`config.mk`:
```
export PLATFORM = sky130hd
export DESIGN_NAME = piecewise_linear_bound_lookup
export DESIGN_NICKNAME = d
export VERILOG_FILES = /design/src/hdl/plbl_pkg.sv /design/src/hdl/piecewise_linear_bound_lookup.sv
export SDC_FILE = /design/constraint.sdc
export NUM_CORES = 2
export LEC_CHECK = 0
export ABC_AREA = 1
export BUFFER_PORTS_ARGS = -buffer_cell sky130_fd_sc_hd__buf_4
export CORE_UTILIZATION = 50
export CTS_BUF_LIST = sky130_fd_sc_hd__clkbuf_8 sky130_fd_sc_hd__clkbuf_16
export CTS_CLUSTER_SIZE = 40
export DETAILED_ROUTE_END_ITERATION = 10
export HOLD_SLACK_MARGIN = 0.03
export PLACE_DENSITY_LB_ADDON = 0.15
export SYNTH_ARGS = -nofsm -noshare
export SYNTH_HDL_FRONTEND = slang
export SYNTH_SLANG_ARGS = --single-unit
```
`constraint.sdc`:
```
create_clock -name clk -period 10.36 [get_ports clk]
set_input_delay 0.518 -clock clk [delete_from_list [all_inputs] [get_ports clk]]
set_output_delay 0.518 -clock clk [all_outputs]
set_load 0.05 [all_outputs]
```
`src/hdl/plbl_pkg.sv`:
```
// Shared types and constants for the piecewise-linear bound lookup.
// Holds the transfer payload structs, the opcode and register codes and the FSM states.
// No dependencies.
package plbl_pkg;

	localparam int ANGLE_BITS = 16;
	localparam int SLOT_BITS  = 4;
	localparam int COUNT_BITS = 5;
	localparam int WIDE_BITS  = ANGLE_BITS + 1;
	localparam int PROD_BITS  = 2 * WIDE_BITS;
	localparam int DIV_STEPS  = WIDE_BITS;
	localparam int STEP_BITS  = $clog2(DIV_STEPS);

	localparam int APB_DATA_BITS = 32;
	localparam int APB_ADDR_BITS = 3;

	typedef logic signed [ANGLE_BITS-1:0] angle_t;
	typedef logic [WIDE_BITS-1:0] wide_t;

	localparam logic OP_LOAD  = 1'b0;
	localparam logic OP_QUERY = 1'b1;

	localparam logic REG_ENTRY_COUNT = 1'b0;

	typedef struct packed {
		logic                 opcode;
		logic [SLOT_BITS-1:0] entry_index;
		angle_t               pan_angle;
		angle_t               lower_limit_in;
		angle_t               upper_limit_in;
	} item_t;

	typedef struct packed {
		logic   reachable;
		angle_t lower_tilt;
		angle_t upper_tilt;
	} result_t;

	typedef struct packed {
		angle_t pan;
		angle_t lower;
		angle_t upper;
	} entry_t;

	typedef enum logic [2:0] {
		ST_IDLE,
		ST_SCAN,
		ST_MUL,
		ST_DIV,
		ST_NEXT,
		ST_RESULT
	} state_t;

endpackage

```
`src/hdl/piecewise_linear_bound_lookup.sv`:
```
// Top level of the piecewise-linear bound lookup: breakpoint memory, scan FSM,
// shared multiply and restoring divide unit, result register and config port.
// Depends on plbl_pkg.
//
//  channel   | handshake               | payload          | role
//  ----------+-------------------------+------------------+-------------------------------
//  item      | item_valid / item_stall | plbl_pkg::item_t | load one breakpoint or query
//  result    | result_valid / stall    | result_t         | limits for one query
//  config    | APB psel/penable/...    | pwdata[4:0]      | entry_count register
//
// A load is written to the breakpoint memory at the edge of its transfer.
// A query scans the slots in order from slot 0 (one memory read per cycle through the
// single synchronous read port), then interpolates when the query pan falls between two
// slots; the lower and upper limits share one multiplier and one radix-2 divider, in turn.
// Reset clears the control state and entry_count; the memory holds no reset value.
// The output register lets a new item be taken while a result still waits on result_stall.
module piecewise_linear_bound_lookup #(
	parameter int MAX_ENTRIES = 16
) (
	input  logic                                 clk,
	input  logic                                 arst_n,
	input  logic                                 item_valid,
	output logic                                 item_stall,
	input  plbl_pkg::item_t                      item,
	output logic                                 result_valid,
	input  logic                                 result_stall,
	output plbl_pkg::result_t                    result,
	input  logic                                 psel,
	input  logic                                 penable,
	input  logic                                 pwrite,
	input  logic [plbl_pkg::APB_ADDR_BITS-1:0]   paddr,
	input  logic [plbl_pkg::APB_DATA_BITS-1:0]   pwdata,
	output logic [plbl_pkg::APB_DATA_BITS-1:0]   prdata,
	output logic                                 pready
);

	localparam int IW = (MAX_ENTRIES > 1) ? $clog2(MAX_ENTRIES) : 1;
	localparam int CW = $clog2(MAX_ENTRIES + 1);

	// Configuration register.
	logic [plbl_pkg::COUNT_BITS-1:0] entry_count_q;
	logic                            reg_sel;
	logic [CW-1:0]                   count;

	assign pready  = 1'b1;
	assign reg_sel = (paddr[plbl_pkg::APB_ADDR_BITS-1] == plbl_pkg::REG_ENTRY_COUNT);

	always_ff @(posedge clk or negedge arst_n) begin
		if (!arst_n) begin
			entry_count_q <= '0;
		end else if (psel && penable && pwrite && reg_sel) begin
			entry_count_q <= pwdata[plbl_pkg::COUNT_BITS-1:0];
		end
	end

	always_comb begin
		prdata = '0;
		if (reg_sel) begin
			prdata = plbl_pkg::APB_DATA_BITS'(entry_count_q);
		end
	end

	// Counts above the table depth are clamped to the depth.
	always_comb begin
		if (32'(entry_count_q) > MAX_ENTRIES) begin
			count = CW'(MAX_ENTRIES);
		end else begin
			count = CW'(entry_count_q);
		end
	end

	// Control and datapath registers.
	plbl_pkg::state_t state_q, state_d;

	logic                             item_xfer;
	logic                             is_query;
	logic                             slot_free;
	logic [IW-1:0]                    k_q;
	logic                             ch_q;
	logic [plbl_pkg::STEP_BITS-1:0]   step_q;
	plbl_pkg::angle_t                 q_pan_q;
	plbl_pkg::entry_t                 prev_q;
	plbl_pkg::entry_t                 end_q;
	plbl_pkg::wide_t                  num_q;
	plbl_pkg::wide_t                  den_q;
	plbl_pkg::wide_t                  rem_q;
	plbl_pkg::wide_t                  dvd_q;
	logic                             neg_q;
	logic                             reach_q;
	plbl_pkg::angle_t                 res_lo_q;
	plbl_pkg::angle_t                 res_hi_q;
	logic                             result_valid_q;
	plbl_pkg::result_t                result_q;

	// Breakpoint memory with one write port and one registered read port.
	plbl_pkg::entry_t mem [MAX_ENTRIES];
	plbl_pkg::entry_t rd_data_q;
	logic             mem_we;
	logic             mem_re;
	logic [IW-1:0]    wr_addr;
	logic [IW-1:0]    rd_addr;
	plbl_pkg::entry_t wr_data;

	assign item_xfer = item_valid && !item_stall;
	assign is_query  = (item.opcode == plbl_pkg::OP_QUERY);
	assign slot_free = !result_valid_q || !result_stall;

	assign wr_addr = IW'(item.entry_index);
	assign wr_data = '{pan: item.pan_angle, lower: item.lower_limit_in,
		upper: item.upper_limit_in};
	assign mem_we  = item_xfer && !is_query && (32'(item.entry_index) < MAX_ENTRIES);

	always_ff @(posedge clk) begin
		if (mem_we) begin
			mem[wr_addr] <= wr_data;
		end
		if (mem_re) begin
			rd_data_q <= mem[rd_addr];
		end
	end

	// Scan decisions on the entry that the memory returned this cycle.
	logic hit_ge;
	logic hit_eq;
	logic last_slot;

	assign hit_ge    = (rd_data_q.pan >= q_pan_q);
	assign hit_eq    = (rd_data_q.pan == q_pan_q);
	assign last_slot = (32'(k_q) == (32'(count) - 32'd1));

	logic div_last;
	assign div_last = (step_q == plbl_pkg::STEP_BITS'(plbl_pkg::DIV_STEPS - 1));

	// Next state.
	always_comb begin
		state_d = state_q;
		case (state_q)
			plbl_pkg::ST_IDLE: begin
				if (item_xfer && is_query) begin
					state_d = (count == '0) ? plbl_pkg::ST_RESULT : plbl_pkg::ST_SCAN;
				end
			end
			plbl_pkg::ST_SCAN: begin
				if (hit_ge) begin
					if (hit_eq || (k_q == '0)) begin
						state_d = plbl_pkg::ST_RESULT;
					end else begin
						state_d = plbl_pkg::ST_MUL;
					end
				end else if (last_slot) begin
					state_d = plbl_pkg::ST_RESULT;
				end
			end
			plbl_pkg::ST_MUL: begin
				state_d = plbl_pkg::ST_DIV;
			end
			plbl_pkg::ST_DIV: begin
				if (div_last) begin
					state_d = plbl_pkg::ST_NEXT;
				end
			end
			plbl_pkg::ST_NEXT: begin
				state_d = ch_q ? plbl_pkg::ST_RESULT : plbl_pkg::ST_MUL;
			end
			plbl_pkg::ST_RESULT: begin
				if (slot_free) begin
					state_d = plbl_pkg::ST_IDLE;
				end
			end
			default: begin
				state_d = plbl_pkg::ST_IDLE;
			end
		endcase
	end

	// FSM outputs: input stall and memory read control.
	always_comb begin
		item_stall = 1'b1;
		mem_re     = 1'b0;
		rd_addr    = '0;
		case (state_q)
			plbl_pkg::ST_IDLE: begin
				item_stall = 1'b0;
				mem_re     = item_valid && is_query;
				rd_addr    = '0;
			end
			plbl_pkg::ST_SCAN: begin
				// Prefetch the following slot; a wrapped address is never used.
				mem_re  = 1'b1;
				rd_addr = k_q + IW'(1);
			end
			default: begin
				item_stall = 1'b1;
			end
		endcase
	end

	always_ff @(posedge clk or negedge arst_n) begin
		if (!arst_n) begin
			state_q <= plbl_pkg::ST_IDLE;
		end else begin
			state_q <= state_d;
		end
	end

	// Interpolation arithmetic for the channel in work (lower first, then upper).
	plbl_pkg::angle_t          ys;
	plbl_pkg::angle_t          ye;
	plbl_pkg::wide_t           dy;
	plbl_pkg::wide_t           mag;
	logic [plbl_pkg::PROD_BITS-1:0] prod;
	logic [plbl_pkg::WIDE_BITS:0]   trial;
	logic [plbl_pkg::WIDE_BITS:0]   trial_diff;
	plbl_pkg::wide_t           interp_val;

	assign ys   = ch_q ? prev_q.upper : prev_q.lower;
	assign ye   = ch_q ? end_q.upper : end_q.lower;
	assign dy   = {ye[plbl_pkg::ANGLE_BITS-1], ye} - {ys[plbl_pkg::ANGLE_BITS-1], ys};
	assign mag  = dy[plbl_pkg::WIDE_BITS-1] ? (~dy + 1'b1) : dy;
	assign prod = plbl_pkg::PROD_BITS'(mag) * plbl_pkg::PROD_BITS'(num_q);

	// One restoring-division step: the remainder stays below the divisor.
	assign trial      = {rem_q, dvd_q[plbl_pkg::WIDE_BITS-1]};
	assign trial_diff = trial - {1'b0, den_q};

	// The quotient sits in dvd_q once the divide is done; it never exceeds |dy|.
	assign interp_val = neg_q
		? ({ys[plbl_pkg::ANGLE_BITS-1], ys} - dvd_q)
		: ({ys[plbl_pkg::ANGLE_BITS-1], ys} + dvd_q);

	always_ff @(posedge clk or negedge arst_n) begin
		if (!arst_n) begin
			k_q    <= '0;
			ch_q   <= 1'b0;
			step_q <= '0;
		end else begin
			case (state_q)
				plbl_pkg::ST_IDLE: begin
					k_q  <= '0;
					ch_q <= 1'b0;
				end
				plbl_pkg::ST_SCAN: begin
					if (!hit_ge) begin
						k_q <= k_q + IW'(1);
					end
				end
				plbl_pkg::ST_MUL: begin
					step_q <= '0;
				end
				plbl_pkg::ST_DIV: begin
					step_q <= step_q + plbl_pkg::STEP_BITS'(1);
				end
				plbl_pkg::ST_NEXT: begin
					ch_q <= 1'b1;
				end
				default: begin
					step_q <= step_q;
				end
			endcase
		end
	end

	// Datapath registers without reset.
	always_ff @(posedge clk) begin
		case (state_q)
			plbl_pkg::ST_IDLE: begin
				if (item_xfer && is_query) begin
					q_pan_q  <= item.pan_angle;
					reach_q  <= 1'b0;
					res_lo_q <= '0;
					res_hi_q <= '0;
				end
			end
			plbl_pkg::ST_SCAN: begin
				if (hit_ge) begin
					if (hit_eq) begin
						reach_q  <= 1'b1;
						res_lo_q <= rd_data_q.lower;
						res_hi_q <= rd_data_q.upper;
					end
					end_q <= rd_data_q;
					num_q <= {q_pan_q[plbl_pkg::ANGLE_BITS-1], q_pan_q}
						- {prev_q.pan[plbl_pkg::ANGLE_BITS-1], prev_q.pan};
					den_q <= {rd_data_q.pan[plbl_pkg::ANGLE_BITS-1], rd_data_q.pan}
						- {prev_q.pan[plbl_pkg::ANGLE_BITS-1], prev_q.pan};
				end else begin
					prev_q <= rd_data_q;
				end
			end
			plbl_pkg::ST_MUL: begin
				// The product is below |dy| * den, so its upper half is below den.
				neg_q <= dy[plbl_pkg::WIDE_BITS-1];
				rem_q <= prod[plbl_pkg::PROD_BITS-1:plbl_pkg::WIDE_BITS];
				dvd_q <= prod[plbl_pkg::WIDE_BITS-1:0];
			end
			plbl_pkg::ST_DIV: begin
				if (!trial_diff[plbl_pkg::WIDE_BITS]) begin
					rem_q <= trial_diff[plbl_pkg::WIDE_BITS-1:0];
					dvd_q <= {dvd_q[plbl_pkg::WIDE_BITS-2:0], 1'b1};
				end else begin
					rem_q <= trial[plbl_pkg::WIDE_BITS-1:0];
					dvd_q <= {dvd_q[plbl_pkg::WIDE_BITS-2:0], 1'b0};
				end
			end
			plbl_pkg::ST_NEXT: begin
				reach_q <= 1'b1;
				if (ch_q) begin
					res_hi_q <= interp_val[plbl_pkg::ANGLE_BITS-1:0];
				end else begin
					res_lo_q <= interp_val[plbl_pkg::ANGLE_BITS-1:0];
				end
			end
			default: begin
				reach_q <= reach_q;
			end
		endcase
	end

	// Output register.
	always_ff @(posedge clk or negedge arst_n) begin
		if (!arst_n) begin
			result_valid_q <= 1'b0;
		end else if (state_q == plbl_pkg::ST_RESULT && slot_free) begin
			result_valid_q <= 1'b1;
		end else if (!result_stall) begin
			result_valid_q <= 1'b0;
		end
	end

	always_ff @(posedge clk) begin
		if (state_q == plbl_pkg::ST_RESULT && slot_free) begin
			result_q <= '{reachable: reach_q, lower_tilt: res_lo_q, upper_tilt: res_hi_q};
		end
	end

	assign result_valid = result_valid_q;
	assign result       = result_q;

	// A new result is only presented after the result state has loaded it.
	a_result_from_fsm: assert property (@(posedge clk) disable iff (!arst_n)
		$rose(result_valid) |-> $past(state_q == plbl_pkg::ST_RESULT))
		else $error("result presented without a finished query");

	// The divider remainder must stay below the divisor between steps.
	a_div_remainder: assert property (@(posedge clk) disable iff (!arst_n)
		state_q == plbl_pkg::ST_DIV |-> rem_q < den_q)
		else $error("divider remainder out of range");

	// The scan never looks past the last valid slot.
	a_scan_bound: assert property (@(posedge clk) disable iff (!arst_n)
		state_q == plbl_pkg::ST_SCAN |-> 32'(k_q) < 32'(count))
		else $error("scan index beyond entry count");

	// A load transfer leaves the block idle and produces no result.
	a_load_no_result: assert property (@(posedge clk) disable iff (!arst_n)
		item_xfer && !is_query |=> state_q == plbl_pkg::ST_IDLE)
		else $error("load transfer started a query");

endmodule
```
==> Word-level counts from Yosys, hierarchy flattened <==
Memory sizes are Yosys's and may differ from the RTL's. A register that Yosys moved wholly into a read port is not among the register bits.
Cells that the tools add are included.
Widths: inputs -> output; s select.
{ "word_totals": {"ff_bits": 250, "mem_bits_rw": 768, "output_inout_bits": 68, "wordCells": 129, "n_memories": 1} }
{ "classes": {"n_addsub": 10, "mul": 1, "order_cmp": 2, "n_eq_ne": 18, "n_mux": 43, "bitwise": 3, "n_reduce_logical": 28} }
{ "memory_table": {"columns": ["memory", "words", "word_bits", "rd", "rd_clocked_by_memory_dff", "write_ports", "line", "text"], "rows": [
  ["mem", 16, 48, 1, 1, 1, "piecewise_linear_bound_lookup.sv:96", "plbl_pkg::entry_t mem [MAX_ENTRIES];"]
]} }
{ "ops": {"columns": ["op", "count"], "rows": [
  ["$mux 16", 10],
  ["$pmux 16 s3", 2],
  ["$pmux 17 s2", 2],
  ["$sub 16x16->17", 3],
  ["$mul 17x17->34", 1],
  ["$mux 17", 2],
  ["$eq 4x32->1", 1],
  ["$mux 3", 8],
  ["$pmux 3 s6", 1],
  ["$sub 18x17->18", 1],
  ["$add 17x1->17 const B", 1],
  ["$not 17->17", 1],
  ["$add 16x16->16", 1],
  ["$eq 16x16->1", 1],
  ["$ge 16x16->1", 1],
  ["$sub 16x16->16", 1],
  ["$ne 2x2->1 const B", 7],
  ["$mux 5", 2],
  ["$pmux 5 s2", 1],
  ["$reduce_and 5->1", 2],
  ["$mux 1", 9],
  ["$logic_and 1x1->1", 8],
  ["$mux 4", 2],
  ["$pmux 4 s2", 1],
  ["other kinds (22)", 36]
]} }

==> Logic depth before layout (Yosys ltp) <==
{ "depth": {"depth_word": 7, "mapped_depth": 47, "ltp_nobuf": 44} }

==> Least setup slack after synthesis <==
Ideal clock, no wire load.
{ "synth_path": {"path_kind": "flip-flop to flip-flop", "startpoint": "register ch_q", "endpoint": "register rem_q[4] (data pin)", "setup_time_ps": 259, "arrival_ps": 7829, "t_required_ps": 10101, "path_slack_ps": 2272, "path_stages_with_launch": 41, "path_buffers": 2, "synth_period_minus_slack_ps": 8088, "path_cell_list": "dfrtp_1 > clkbuf_1 > inv_1 > clkbuf_1 > or2_2 > o21ai_0 > inv_1 > ha_1 > inv_1 > fa_1 > inv_1 > ha_1 > a21boi_1 > nand3_1 > nor2_4 > nand3_4 > nor2_2 > nand3_2 > [... 5 more ...] > fa_1 > fa_1 > inv_1 > fa_1 > fa_1 > inv_1 > fa_1 > inv_1 > ha_1 > a21oi_1 > o21ai_0 > a21oi_1 > o21ai_0 > nand2_1 > nand2_1 > or2_2 > nand3_1 > nand2_1"} }
{ "synth_via": {"elab_chain_cells": 7, "word_cells_on_any_way": 8} }
{ "synth_lines": {"columns": ["item", "line", "text"], "rows": [
  ["start: declaration", "piecewise_linear_bound_lookup.sv:79", "logic ch_q;"],
  ["start signal: assignment", "piecewise_linear_bound_lookup.sv:234", "ch_q <= 1'b0;"],
  ["start signal: assignment", "piecewise_linear_bound_lookup.sv:240", "ch_q <= 1'b0;"],
  ["start signal: assignment", "piecewise_linear_bound_lookup.sv:254", "ch_q <= 1'b1;"],
  ["$mux 16, on equally long branches", "piecewise_linear_bound_lookup.sv:217, piecewise_linear_bound_lookup.sv:216", null],
  ["$sub 16x16->17 *", "piecewise_linear_bound_lookup.sv:218", "assign dy = {ye[plbl_pkg::ANGLE_BITS-1], ye} - {ys[plbl_pkg::ANGLE_BITS-1], ys};"],
  ["$not 17->17", "piecewise_linear_bound_lookup.sv:219", "assign mag = dy[plbl_pkg::WIDE_BITS-1] ? (~dy + 1'b1) : dy;"],
  ["$add 17x1->17", "piecewise_linear_bound_lookup.sv:219", null],
  ["$mux 17 *", "piecewise_linear_bound_lookup.sv:219", null],
  ["$mul 17x17->34 *", "piecewise_linear_bound_lookup.sv:220", "assign prod = plbl_pkg::PROD_BITS'(mag) * plbl_pkg::PROD_BITS'(num_q);"],
  ["$pmux 17 s2 *", "piecewise_linear_bound_lookup.sv:265", "case (state_q)"],
  ["end signal: assignment", "piecewise_linear_bound_lookup.sv:293", "rem_q <= prod[plbl_pkg::PROD_BITS-1:plbl_pkg::WIDE_BITS];"],
  ["end signal: assignment", "piecewise_linear_bound_lookup.sv:298", "rem_q <= trial_diff[plbl_pkg::WIDE_BITS-1:0];"],
  ["end signal: assignment", "piecewise_linear_bound_lookup.sv:301", "rem_q <= trial[plbl_pkg::WIDE_BITS-1:0];"],
  ["end: declaration", "piecewise_linear_bound_lookup.sv:86", "plbl_pkg::wide_t rem_q;"]
]} }
Every way passes the cells marked *; elsewhere a longest branch is shown, timed or not.
A chain may end at the register's enable or synchronous reset.

==> Worst setup path in the final report <==
{ "layout_path": {"startpoint": "register ch_q", "endpoint": "register rem_q[6] (data pin)"} }
The elaborated chain is that of the path after synthesis.

==> impl_summary.log <==
[metrics] run status: complete, no violations
[metrics] Core Box Area: 0.1107 mm²
[metrics] total vias in the final route: around 37,000
[metrics] worst slew pin tran: between 1 and 1.5 ns
[metrics] number of cells traversed by the worst hold path: 3
[metrics] Worst Path Arrival: 9.74 ns
[metrics] via count of the first global-routing pass: 36,880
[metrics] commonest cells after routing, fill and taps aside: sky130_fd_sc_hd__edfxtp_1 (1,047), sky130_fd_sc_hd__nor2_1 (681), sky130_fd_sc_hd__nand2_1 (605), sky130_fd_sc_hd__inv_1 (567), sky130_fd_sc_hd__o21ai_0 (558)
[metrics] per-cell routed wire length: 22.34 µm
[metrics] required time at the endpoint of the critical path: 10.78 ns
[metrics] deepest level of the CTS H-tree: 3
[metrics] number of sinks on the clock net: 1,066
[metrics] count of instances resized after the clock tree is built: 0
[metrics] primary flip-flop cell chosen by synthesis mapping: sky130_fd_sc_hd__edfxtp_1
[metrics] count of input and output buffers: 105
[metrics] number of enable-type register cells in the synthesized netlist: 1,047
[metrics] max capacitance violation total: 0
[metrics] final-report setup violation count: 0
[metrics] post-route setup TNS: 0 ns
[metrics] die area: 0.1128 mm²
[metrics] Tot GR Track Use: 0.2667
[metrics] Cell Rows: 122
[metrics] class of the most critical hold timing path: in2reg
[metrics] post-CTS clock slew at the launch and capture registers of the worst setup and hold paths: 0.06 ns
[metrics] number of hold violations in the final report: 0
[metrics] TritonCTS clock tree: built
[metrics] overall overflow remaining after global route: 0
[metrics] startpoint type of the worst setup path: flop
[metrics] Final Net Count: 5,623
[metrics] Worst-Skew Late Latency: 0.73 ns
[metrics] clock buffers created by TritonCTS: roughly 110
[metrics] CP Max Fanout: 26
[metrics] area growth from synthesis to final layout: 10.22%
[metrics] total iterations of the first detailed-routing run: 5
[metrics] final setup skew: 0.06303 ns
[metrics] post-DP HPWL: 95.33 mm
[metrics] number of design rule violations left after detail routing: 0
[metrics] Mean Syn Cell Area: approximately 11 µm²
[metrics] distinct cell type count of the synthesized netlist: 60
[metrics] final critical-path share of the clock period: 0.8996
[metrics] Top-Level Pins: roughly 160
[metrics] unrepaired setup endpoints after global routing: no
[metrics] relative slew slack: 0.2316
[metrics] commonest non-fill, non-tap cell in the layout: sky130_fd_sc_hd__edfxtp_1
[metrics] CTS Hold Buffers Added: 1
[metrics] Yosys warnings: 0
[metrics] largest stage delay on the critical path: ~0.63 ns
[metrics] share of synthesized registers carrying an async set or reset: 0.01782
[metrics] largest buffer count on any clock path: 3
[metrics] global placer's final weighted congestion: 0.9462
[metrics] Post-CTS Setup Repair Bufs: 0
[metrics] number of pins exceeding their max-slew limit in the final report: 0
[metrics] Seq/Total Area, Yosys: 0.5725
[metrics] DRC marker count from the first detailed-route iteration: 3,457
[metrics] CP Capture Type: flop
[metrics] WL final: 148.9 mm
[metrics] cell with the biggest individual delay on the critical path: sky130_fd_sc_hd__xnor2_2
[metrics] minimum clock period after layout: 9.319 ns
[metrics] starting density of the core: 0.5037
[metrics] number of routed nets with antenna violations: 0
[metrics] Gate Count Post-Synth: 5,034
[metrics] post-synthesis instance area: 0.05574 mm²
[metrics] worst slack after detailed placement: 1.189 ns
[metrics] Die W: between 300 and 400 µm
[metrics] chip height: 335.9 µm
[metrics] first-pass GRT wire length: ~230 mm
[metrics] PnR worst setup slack: 1.041 ns
[metrics] classification of the worst setup path: reg2reg
[metrics] depth of the worst register-to-register path: 35
[metrics] antenna violations before repair: 10
[metrics] pin count of the biggest net entering global routing: 174
[metrics] share of layout cells above drive strength 1: 0.08464
[metrics] number of vias per cell: 5.613
[metrics] Yosys reg bits: 1,066
[metrics] maximum clock rate: 107.3 MHz
[metrics] root buf cell: sky130_fd_sc_hd__clkbuf_16
-- state kept, by name, summed over array words and instances (netlist names), 17 cells and up --
name and cells:
result 33, dvd_q 17, rd_data_q 48, rem_q 17, mem 768, num_q 17
prev_q 48, den_q 17, end_q 32
-- worst paths after layout --
kind	start	end	slack [ns]
max	ch_q	rem_q[6]	1.04
min	result_stall	result_valid	0.08
max reg2reg	ch_q	rem_q[6]	1.04
min reg2reg	res_hi_q[15]	result[15]	0.42
max in group asynchronous	arst_n	k_q[0]	9.80
min in group asynchronous	arst_n	entry_count_q[0]	0.27
-- layer usage --
| layer | global-route usage | wire, µm | up-vias |
|---|---|---|---|
| met5 | 0 | 61 | - |
| met3 | 0.04054 | 9985 | 264 |
| met2 | 0.4405 | 71000 | 1280 |
| li1 | - | - | 17480 |
| met4 | 0.08229 | 4230 | 10 |
| met1 | 0.3641 | 63640 | 18390 |
-- through the flow --
step / area, µm² / cells / hold slack [ns] / util
after floorplan: 55840 / 5060 / 0.2224 / -
after global placement: 57990 / 6464 / 0.4025 / 0.5240
after detailed placement: 57990 / 6464 / 0.4045 / 0.5240
after CTS: 61440 / 6663 / 0.03751 / 0.5551
after global routing: 61440 / 6665 / 0.06680 / 0.5552
final: 61440 / 6666 / 0.07620 / 0.5552
-- critical path, delay by kind of cell, from the launching register on --
family | cells | cell delay (ns)
AO/OA/AOI/OAI | 7 | 1.65
adder cells (fa/ha/maj) | 8 | 3.80
flip-flops | 1 | 0.37
XOR/XNOR | 1 | 0.63
buffers and inverters | 8 | 1.16
AND/OR/NAND/NOR | 11 | 1.40
-- cell usage after synthesis, types with 3 or more instances --
| cell | number | share of area |
|---|---|---|
| sky130_fd_sc_hd__a31oi_1 | 5 | 0.00056 |
| sky130_fd_sc_hd__o22ai_1 | 113 | 0.013 |
| sky130_fd_sc_hd__o211ai_1 | 38 | 0.0051 |
| sky130_fd_sc_hd__edfxtp_1 | 1047 | 0.56 |
| sky130_fd_sc_hd__buf_2 | 14 | 0.0013 |
| sky130_fd_sc_hd__inv_1 | 541 | 0.036 |
| sky130_fd_sc_hd__dfrtp_1 | 19 | 0.0085 |
| sky130_fd_sc_hd__o2111ai_1 | 4 | 0.00063 |
| sky130_fd_sc_hd__nand2_1 | 606 | 0.041 |
| sky130_fd_sc_hd__nor2_1 | 701 | 0.047 |
| sky130_fd_sc_hd__nor3_1 | 22 | 0.0020 |
| sky130_fd_sc_hd__nand4_1 | 23 | 0.0026 |
| sky130_fd_sc_hd__fa_1 | 229 | 0.082 |
| sky130_fd_sc_hd__a21boi_0 | 10 | 0.0013 |
| sky130_fd_sc_hd__nand2_4 | 10 | 0.0020 |
| sky130_fd_sc_hd__o21bai_1 | 11 | 0.0015 |
| sky130_fd_sc_hd__o21ai_1 | 32 | 0.0029 |
| sky130_fd_sc_hd__nand3b_1 | 10 | 0.0013 |
| sky130_fd_sc_hd__o31ai_1 | 3 | 0.00040 |
| sky130_fd_sc_hd__buf_1 | 9 | 0.00061 |
| sky130_fd_sc_hd__nand3_2 | 7 | 0.0013 |
| sky130_fd_sc_hd__clkinv_1 | 5 | 0.00034 |
| sky130_fd_sc_hd__o21ai_0 | 559 | 0.050 |
| sky130_fd_sc_hd__nor2_4 | 4 | 0.00081 |
| sky130_fd_sc_hd__nand3_1 | 161 | 0.014 |
| sky130_fd_sc_hd__inv_2 | 7 | 0.00047 |
| sky130_fd_sc_hd__o221ai_1 | 80 | 0.013 |
| sky130_fd_sc_hd__a21oi_1 | 153 | 0.014 |
| sky130_fd_sc_hd__a21oi_2 | 3 | 0.00047 |
| sky130_fd_sc_hd__or2_2 | 27 | 0.0030 |
| sky130_fd_sc_hd__nand3_4 | 5 | 0.0016 |
| sky130_fd_sc_hd__xnor2_1 | 31 | 0.0049 |
| sky130_fd_sc_hd__buf_6 | 4 | 0.00081 |
| sky130_fd_sc_hd__nand2_2 | 35 | 0.0039 |
| sky130_fd_sc_hd__nor4_1 | 3 | 0.00034 |
| sky130_fd_sc_hd__buf_4 | 30 | 0.0040 |
| sky130_fd_sc_hd__xor2_1 | 41 | 0.0064 |
| sky130_fd_sc_hd__nor2_2 | 4 | 0.00045 |
| sky130_fd_sc_hd__ha_1 | 211 | 0.047 |
| sky130_fd_sc_hd__clkbuf_1 | 180 | 0.012 |
| sky130_fd_sc_hd__a21o_1 | 11 | 0.0015 |
-- final cells by class --
type,instances,area [µm²]
Inverter,555,2101
Clock buffer,111,2766
Multi-Input combinational cell,3200,20920
Fill cell,9459,49220
Tap cell,1488,1862
Clock inverter,87,669.4
Sequential cell,1066,31920
Antenna cell,3,7.507
Timing Repair Buffer,156,1199
-- cell families (layout without fill, tap and decap cells) --
kind of cell | Yosys count | count (layout) | synth area share
compound gates | 1034 | 1034 | 0.1057
xor+xnor | 74 | 74 | 0.01210
fa+ha+maj | 440 | 440 | 0.1296
buf+inv | 794 | 909 | 0.05701
flops | 1066 | 1066 | 0.5725
mux | 2 | 2 | 0.0003591
other cells | 2 | 31 | 0.0001347
simple gates | 1622 | 1622 | 0.1226
Power is left out: the tool's default activity adds up to more than one toggle a clock period on the data nets, which glitch-free logic cannot reach.
